[src/gds_pkg.sv]
// Package for the damping stress core: widths, datapath opcode and command types.
// Used by gds_ctrl, gds_datapath and green_damping_stress_core.
package gds_pkg;
    localparam int ElemW  = 32;
    localparam int IdxW   = 4;
    localparam int OutW   = 48;
    localparam int EnW    = 47;
    localparam int AccW   = 100;
    localparam int NumEl  = 9;
    localparam int PartW  = 25;
    localparam int PartSh = 24;
    localparam logic [IdxW-1:0] LastIdx = 4'd8;

    typedef enum logic [3:0] {
        OP_NONE,
        OP_CLR,
        OP_S_MAC,
        OP_S_END,
        OP_N_MAC,
        OP_T_MAC,
        OP_T_END,
        OP_MU,
        OP_MU_END
    } op_t;

    typedef struct packed {
        op_t            op;
        logic [1:0]     k;
        logic [1:0]     h;
        logic [IdxW-1:0] i;
        logic [IdxW-1:0] j;
        logic           sel_en;
    } cmd_t;
endpackage

[src/gds_ctrl.sv]
// Controller: sequences S, energy and stress work per output; owns the result handshake.
// Depends on gds_pkg; commands gds_datapath.
module gds_ctrl (
    input  logic                     aclk,
    input  logic                     aresetn,
    input  logic                     start,
    input  logic                     m_ready,
    output logic                     busy,
    output gds_pkg::cmd_t            cmd,
    output logic                     m_valid,
    output logic [gds_pkg::IdxW-1:0] m_idx
);
    import gds_pkg::*;

    typedef enum logic [4:0] {
        ST_IDLE, ST_S, ST_S_WAIT, ST_S_END, ST_N, ST_N_WAIT, ST_N_END, ST_N_MU,
        ST_E_WAIT, ST_E_END, ST_T, ST_T_WAIT, ST_T_END, ST_T_MU, ST_MU_WAIT,
        ST_MU_END, ST_OUT
    } state_t;

    state_t          state_reg;
    logic [1:0]      k_reg;
    logic [1:0]      h_reg;
    logic [IdxW-1:0] i_reg, j_reg, n_reg;
    logic [1:0]      wait_reg;
    logic            valid_reg;

    always_comb begin
        cmd = '{op: OP_NONE, k: k_reg, h: h_reg, i: i_reg, j: j_reg, sel_en: 1'b0};
        case (state_reg)
            ST_S: cmd.op = OP_S_MAC;
            ST_S_END: cmd.op = OP_S_END;
            ST_N: begin cmd.op = OP_N_MAC; cmd.i = n_reg; end
            ST_N_END: begin cmd.op = OP_T_END; cmd.sel_en = 1'b1; end
            ST_N_MU: begin cmd.op = OP_MU; cmd.sel_en = 1'b1; end
            ST_E_END: begin cmd.op = OP_MU_END; cmd.sel_en = 1'b1; end
            ST_T: cmd.op = OP_T_MAC;
            ST_T_END: cmd.op = OP_T_END;
            ST_T_MU: cmd.op = OP_MU;
            ST_MU_END: cmd.op = OP_MU_END;
            default: ;
        endcase
    end

    always_ff @(posedge aclk) begin
        if (!aresetn) begin
            state_reg <= ST_IDLE;
            valid_reg <= 1'b0;
            k_reg <= '0; h_reg <= '0; i_reg <= '0; j_reg <= '0; n_reg <= '0;
            wait_reg <= '0;
        end else begin
            case (state_reg)
                ST_IDLE: if (start) begin
                    state_reg <= ST_S;
                    k_reg <= '0; h_reg <= '0; i_reg <= '0; j_reg <= '0;
                end
                ST_S: begin
                    h_reg <= h_reg + 2'd1;
                    if (h_reg == 2'd3) begin
                        k_reg <= k_reg + 2'd1;
                        if (k_reg == 2'd2) begin
                            k_reg <= '0;
                            state_reg <= ST_S_WAIT;
                            wait_reg <= '0;
                        end
                    end
                end
                ST_S_WAIT: begin
                    wait_reg <= wait_reg + 2'd1;
                    if (wait_reg == 2'd1) state_reg <= ST_S_END;
                end
                ST_S_END: begin
                    state_reg <= ST_S;
                    if (i_reg == 4'd2) begin
                        i_reg <= '0;
                        if (j_reg == 4'd2) begin
                            j_reg <= '0;
                            n_reg <= '0;
                            state_reg <= ST_N;
                        end else j_reg <= j_reg + 4'd1;
                    end else i_reg <= i_reg + 4'd1;
                end
                ST_N: begin
                    h_reg <= h_reg + 2'd1;
                    if (h_reg == 2'd3) begin
                        n_reg <= n_reg + 4'd1;
                        if (n_reg == LastIdx) begin
                            state_reg <= ST_N_WAIT;
                            wait_reg <= '0;
                        end
                    end
                end
                ST_N_WAIT: begin
                    wait_reg <= wait_reg + 2'd1;
                    if (wait_reg == 2'd1) state_reg <= ST_N_END;
                end
                ST_N_END: state_reg <= ST_N_MU;
                ST_N_MU: begin
                    h_reg <= h_reg + 2'd1;
                    if (h_reg == 2'd3) begin
                        state_reg <= ST_E_WAIT;
                        wait_reg <= '0;
                    end
                end
                ST_E_WAIT: begin
                    wait_reg <= wait_reg + 2'd1;
                    if (wait_reg == 2'd1) state_reg <= ST_E_END;
                end
                ST_E_END: begin
                    state_reg <= ST_T;
                    n_reg <= '0;
                end
                ST_T: begin
                    h_reg <= h_reg + 2'd1;
                    if (h_reg == 2'd3) begin
                        k_reg <= k_reg + 2'd1;
                        if (k_reg == 2'd2) begin
                            k_reg <= '0;
                            state_reg <= ST_T_WAIT;
                            wait_reg <= '0;
                        end
                    end
                end
                ST_T_WAIT: begin
                    wait_reg <= wait_reg + 2'd1;
                    if (wait_reg == 2'd1) state_reg <= ST_T_END;
                end
                ST_T_END: state_reg <= ST_T_MU;
                ST_T_MU: begin
                    h_reg <= h_reg + 2'd1;
                    if (h_reg == 2'd3) begin
                        state_reg <= ST_MU_WAIT;
                        wait_reg <= '0;
                    end
                end
                ST_MU_WAIT: begin
                    wait_reg <= wait_reg + 2'd1;
                    if (wait_reg == 2'd1) state_reg <= ST_MU_END;
                end
                ST_MU_END: begin
                    state_reg <= ST_OUT;
                    valid_reg <= 1'b1;
                end
                ST_OUT: if (m_ready) begin
                    valid_reg <= 1'b0;
                    if (n_reg == LastIdx) state_reg <= ST_IDLE;
                    else begin
                        n_reg <= n_reg + 4'd1;
                        state_reg <= ST_T;
                        if (i_reg == 4'd2) begin
                            i_reg <= '0;
                            j_reg <= j_reg + 4'd1;
                        end else i_reg <= i_reg + 4'd1;
                    end
                end
                default: state_reg <= ST_IDLE;
            endcase
        end
    end

    assign busy    = (state_reg != ST_IDLE);
    assign m_valid = valid_reg;
    assign m_idx   = n_reg;
endmodule

[config.mk]
export PLATFORM = sky130hd
export DESIGN_NAME = gds_ctrl
export DESIGN_NICKNAME = d
export VERILOG_FILES = /design/src/gds_pkg.sv /design/src/gds_ctrl.sv
export SDC_FILE = /design/constraint.sdc
export NUM_CORES = 1
export LEC_CHECK = 0
export BUFFER_PORTS_ARGS = -buffer_cell sky130_fd_sc_hd__buf_2
export CORE_MARGIN = 3
export CORE_UTILIZATION = 60
export DETAILED_ROUTE_END_ITERATION = 10
export GPL_ROUTABILITY_DRIVEN = 1
export PLACE_DENSITY = 0.84
export SYNTH_ARGS = -nofsm -noshare
export SYNTH_HDL_FRONTEND = slang
export SYNTH_SLANG_ARGS = --single-unit
[constraint.sdc]
create_clock -name aclk -period 4.8 [get_ports aclk]
set_clock_uncertainty 0.15 [all_clocks]
set_input_delay 0.72 -clock aclk [delete_from_list [all_inputs] [get_ports aclk]]
set_output_delay 0.72 -clock aclk [all_outputs]
set_load 0.01 [all_outputs]
# == Word-level counts from Yosys, hierarchy flattened ==
# Index checks and enable logic that the tools add are counted.
# totals
ff_bits,24
input_bits,4
out_inout_bits,23
word_cells,133
# classes
n_addsub,6
n_eq_ne,44
n_mux,52
reduce_logical,23
# ops
cell,count
$pmux 5 s17,1
$mux 5,15
$mux 4,16
$eq 5x4->1 const B,8
$ne 2x2->1 const B,19
$pmux 4 s7,1
$pmux 4 s3,2
$eq 5x3->1 const B,4
$reduce_and 6->1,3
$mux 2,8
$pmux 4 s4,1
$reduce_and 15->1,1
$add 4x1->4 const B,3
$eq 5x2->1 const B,2
$reduce_or 5->1,2
$eq 4x2->1 const B,2
$pmux 2 s2,2
$pmux 2 s4,1
$reduce_bool 4->1,2
$reduce_or 2->1,4
$add 2x1->2 const B,3
$mux 3,2
$ne 2x1->1 const B,3
$reduce_bool 2->1,3
14 further kinds,17

# == Logic depth before layout (Yosys ltp) ==
# depth
depth_word,5
mapped_depth,8

# == Worst setup path before layout ==
# OpenSTA, ideal clock, no wires.
# synth_timing
path_kind,register -> register
startpoint,register i_reg[0]
endpoint,register j_reg[2]
setup_time_ns,0.071
arrival_time_ns,2.141
setup_slack_ns,2.438
path_stages_with_launch,9
n_path_buf,0
path_cell_list,dfxtp_1 inv_1 ha_1 nor3b_1 nand3_1 a2111oi_2 nand2b_1 or3b_1 a21oi_1
# synth_via
elab_chain_len,3
elab_cells_between_ends,4
cone_classes,3 x eq/ne; 1 x reduce/logical
# synth_lines
item,line,text
"start, declared",gds_ctrl.sv:24,"logic [IdxW-1:0] i_reg, j_reg, n_reg;"
"start signal, assigned",gds_ctrl.sv:81,end else i_reg <= i_reg + 4'd1;
"start signal, assigned",gds_ctrl.sv:153,end else i_reg <= i_reg + 4'd1;
$eq 4x2->1 (*),"gds_ctrl.sv:74, gds_ctrl.sv:150",
$ne 2x2->1 (no source line),-,
$reduce_and 6->1 (no source line) (*),-,
"end signal, assigned",gds_ctrl.sv:80,end else j_reg <= j_reg + 4'd1;
"end signal, assigned",gds_ctrl.sv:152,j_reg <= j_reg + 4'd1;
"end, declared",gds_ctrl.sv:24,
# Every way passes the cells marked *; elsewhere a longest branch is shown, timed or not.
# A chain may end at the register's enable or synchronous reset.

==> results.cfg <==
[cts]
cts_tree = done
clock-sinks = 24
numCtsBuffers = 3
clockBufferDepth = 2
htree_num_levels = 1
post_cts_resized = 0
clock_latency_ps = 320
root_buffer = clkbuf_4
clk_pin_slew_ps = 140
cts_hold_buf = 0
postCtsSetupRepairBufs = 0

[sta]
grt_setup_unrepaired = no
slew_headroom = 0.4927
hold_violations = 0
min_period_over_period = 0.6090
max_slew.worst_pin.slew_ps = 760.0
period_minus_slack_ps = 2923
clock.fmax_ghz = 0.3421
slew_violations = 0
setup_viol_count_final = 0
worst_slack_ps = 1877
setup-tns-final_ps = 0

[power]
total_power_mw = 0.8039
power_leakage_nw = 0.7537
p_per_area_nw_per_um2 = 424.9
ir_drop_mv = 0.3564

[yosys]
synth_nets = 238
synth_cell_types = 57
synth_top_area_cell = dfxtp_1
ys.flop_type = dfxtp_1
synth_top_cell_area_share = 0.2753
synth_edf_count = 0
ys_seq_elements = 24
syn_inst = 226
synth.yosys.seq_area_share = 0.2753
ys_warn_count = 0
ys_async_sr_fraction = 0
synth_top_cells_by_area = dfxtp_1 28%, ha_1 5.7%, nor2_1 5.2%
avgSynthCellArea_um2 = 7.723
synth.cell_area_um2 = 1745

[placement]
dpl.hpwl_um = 2948
dpl_worst_slack_ps = 2048
finalWeightedCongestion = 1.027
port_buffers = 26

[finish]
drive_gt1_frac = 0.1844
area_growth_pct = 8.387
layout_common_cells = 26 x buf_2, 24 x nor2_1, 24 x dfxtp_1
nNetsFinal = 257
diodes = 0
final_common_cell = buf_2
fillers = 228
largest_reg_flops = 5

[worst_setup_path]
critPathKind = flip-flop to output pin
cp_num_cells = 5
timing.rr.end = state_reg[0]$_SDFFE_PN0P_
crit_required_ps = 3930
critPathCaptureType = output pin
crit_chain = nor3b_1, o21ai_0, o21a_1, nor2_1, buf_2
r2r-start = state_reg[3]$_SDFFE_PN0P_
arrival_ps = 2050
start_kind = flip-flop
critPathSlowestCell = dfxtp_1
crit_fanout = 19
path_delay_family = flip-flops
crit_buf_inv = 1
cpPeakStageDelay_ps = 770
reg2regPathDepth = 6
rrSetupSlack_ps = 1950

[global_route]
antenna_found_initial = 0
grtUsageTotal = 0.2455
gr-total-overflow = 0
grt_pass1_vias = 1508
grt_max_degree = 23
grt_pass1_wl_um = 6872

[route]
routedWlPerCell_um = 14.73
wl_met2_um = 1802
drt-met1-wl_um = 1829
met3_wirelength_um = 374
drt_wl_total_um = 4035
antenna_left = 0
topRoutingLayerUsed = met4
drt-initial-drc-count = 178
via_per_inst = 6.336
vias = 1736
first_pass_iters = 5
drcViolationCount = 0

[floorplanning]
die_w_um = 59.94
die_area_um2 = 3592
die_h_um = 59.94
rows = 18
ios = 27
core_area_um2 = 2613
initial_core_util = 0.6681

[hold_path]
holdPathEnd = m_valid$_SDFFE_PN0P_
min_path_type = flip-flop to flip-flop
hold_depth = 2
hp-start = m_valid$_SDFFE_PN0P_

[run_status]
outcome = completed

[run]
cap_violations = 0
synthesized netlist by cell type (3+ instances only):
| cell type | instances |
|---|---|
| dfxtp_1 | 24 |
| nor2_1 | 24 |
| nand2_1 | 22 |
| o21ai_0 | 14 |
| a21oi_1 | 13 |
| nand3_1 | 10 |
| inv_1 | 9 |
| ha_1 | 8 |
| nand2b_1 | 8 |
| a211oi_1 | 6 |
| nor3_1 | 6 |
| buf_2 | 5 |
| a31oi_1 | 4 |
| nand3b_1 | 4 |
| nor3b_1 | 4 |
| clkbuf_1 | 3 |
| o211ai_1 | 3 |
| o31ai_1 | 3 |
| xor2_1 | 3 |
worst reg2reg max path, cell delays in order (launching register included):
cell and delay (ps):
dfxtp_1 840, inv_2 200, and3_4 240, a221o_1 350, or3_4 410, or4_1 470
a21oi_1 120
worst max path at each step:
stage	end	slack [ps]	start
finish	cmd[13]	1880	state_reg[1]$_SDFFE_PN0P_
CTS	cmd[13]	1870	state_reg[1]$_SDFFE_PN0P_
detailed placement	state_reg[0]$_SDFFE_PN0P_	2050	state_reg[3]$_SDFFE_PN0P_
global route	cmd[13]	1680	state_reg[1]$_SDFFE_PN0P_
floorplan	j_reg[2]$_SDFFE_PN0P_	2440	i_reg[0]$_SDFFE_PN0P_
global placement	state_reg[0]$_SDFFE_PN0P_	2080	state_reg[3]$_SDFFE_PN0P_
per-layer routing:
layer / GRT usage / vias to the layer above
li1: - / 867
met3: 0.04536 / 5
met5: 0 / -
met4: 0.06962 / 0
met2: 0.3611 / 80
met1: 0.3617 / 784
area by class of cell:
| class | instances | area, µm² | share of cell area |
|---|---|---|---|
| Tap cell | 30 | 37.54 | 0.01984 |
| Sequential cell | 24 | 480.5 | 0.2540 |
| Clock buffer | 3 | 22.52 | 0.01190 |
| Clock inverter | 1 | 30.03 | 0.01587 |
| Multi-Input combinational cell | 179 | 1150 | 0.6078 |
| Timing Repair Buffer | 26 | 130.1 | 0.06878 |
| Inverter | 11 | 41.29 | 0.02183 |
cells by family (layout without fill, tap and decap cells):
kind of cell | after synthesis | in the layout | share of synthesized area
xor+xnor | 5 | 5 | 0.02509
simple gates | 100 | 100 | 0.3090
fa+ha+maj | 8 | 8 | 0.05735
buf+inv | 23 | 41 | 0.06594
mux | 4 | 4 | 0.02437
flops | 24 | 24 | 0.2753
compound gates | 62 | 62 | 0.2430
where the power goes:
part,internal [mW],switching [mW]
Clock,0.0845,0.0659
Combinational,0.160,0.207
Sequential,0.225,0.0615
Total,0.470,0.334
through the flow:
stage,area [µm²],utilization,cells,hold WS (ps)
after CTS,1892,0.7241,274,331.6
after global placement,1839,0.7040,270,308.1
after floorplan,1745,-,226,330.5
final,1892,0.7241,274,331.9
after detailed placement,1839,0.7040,270,312.3
after global routing,1892,0.7241,274,342.0
No activity file was read; power rests on OpenSTA's default activity.
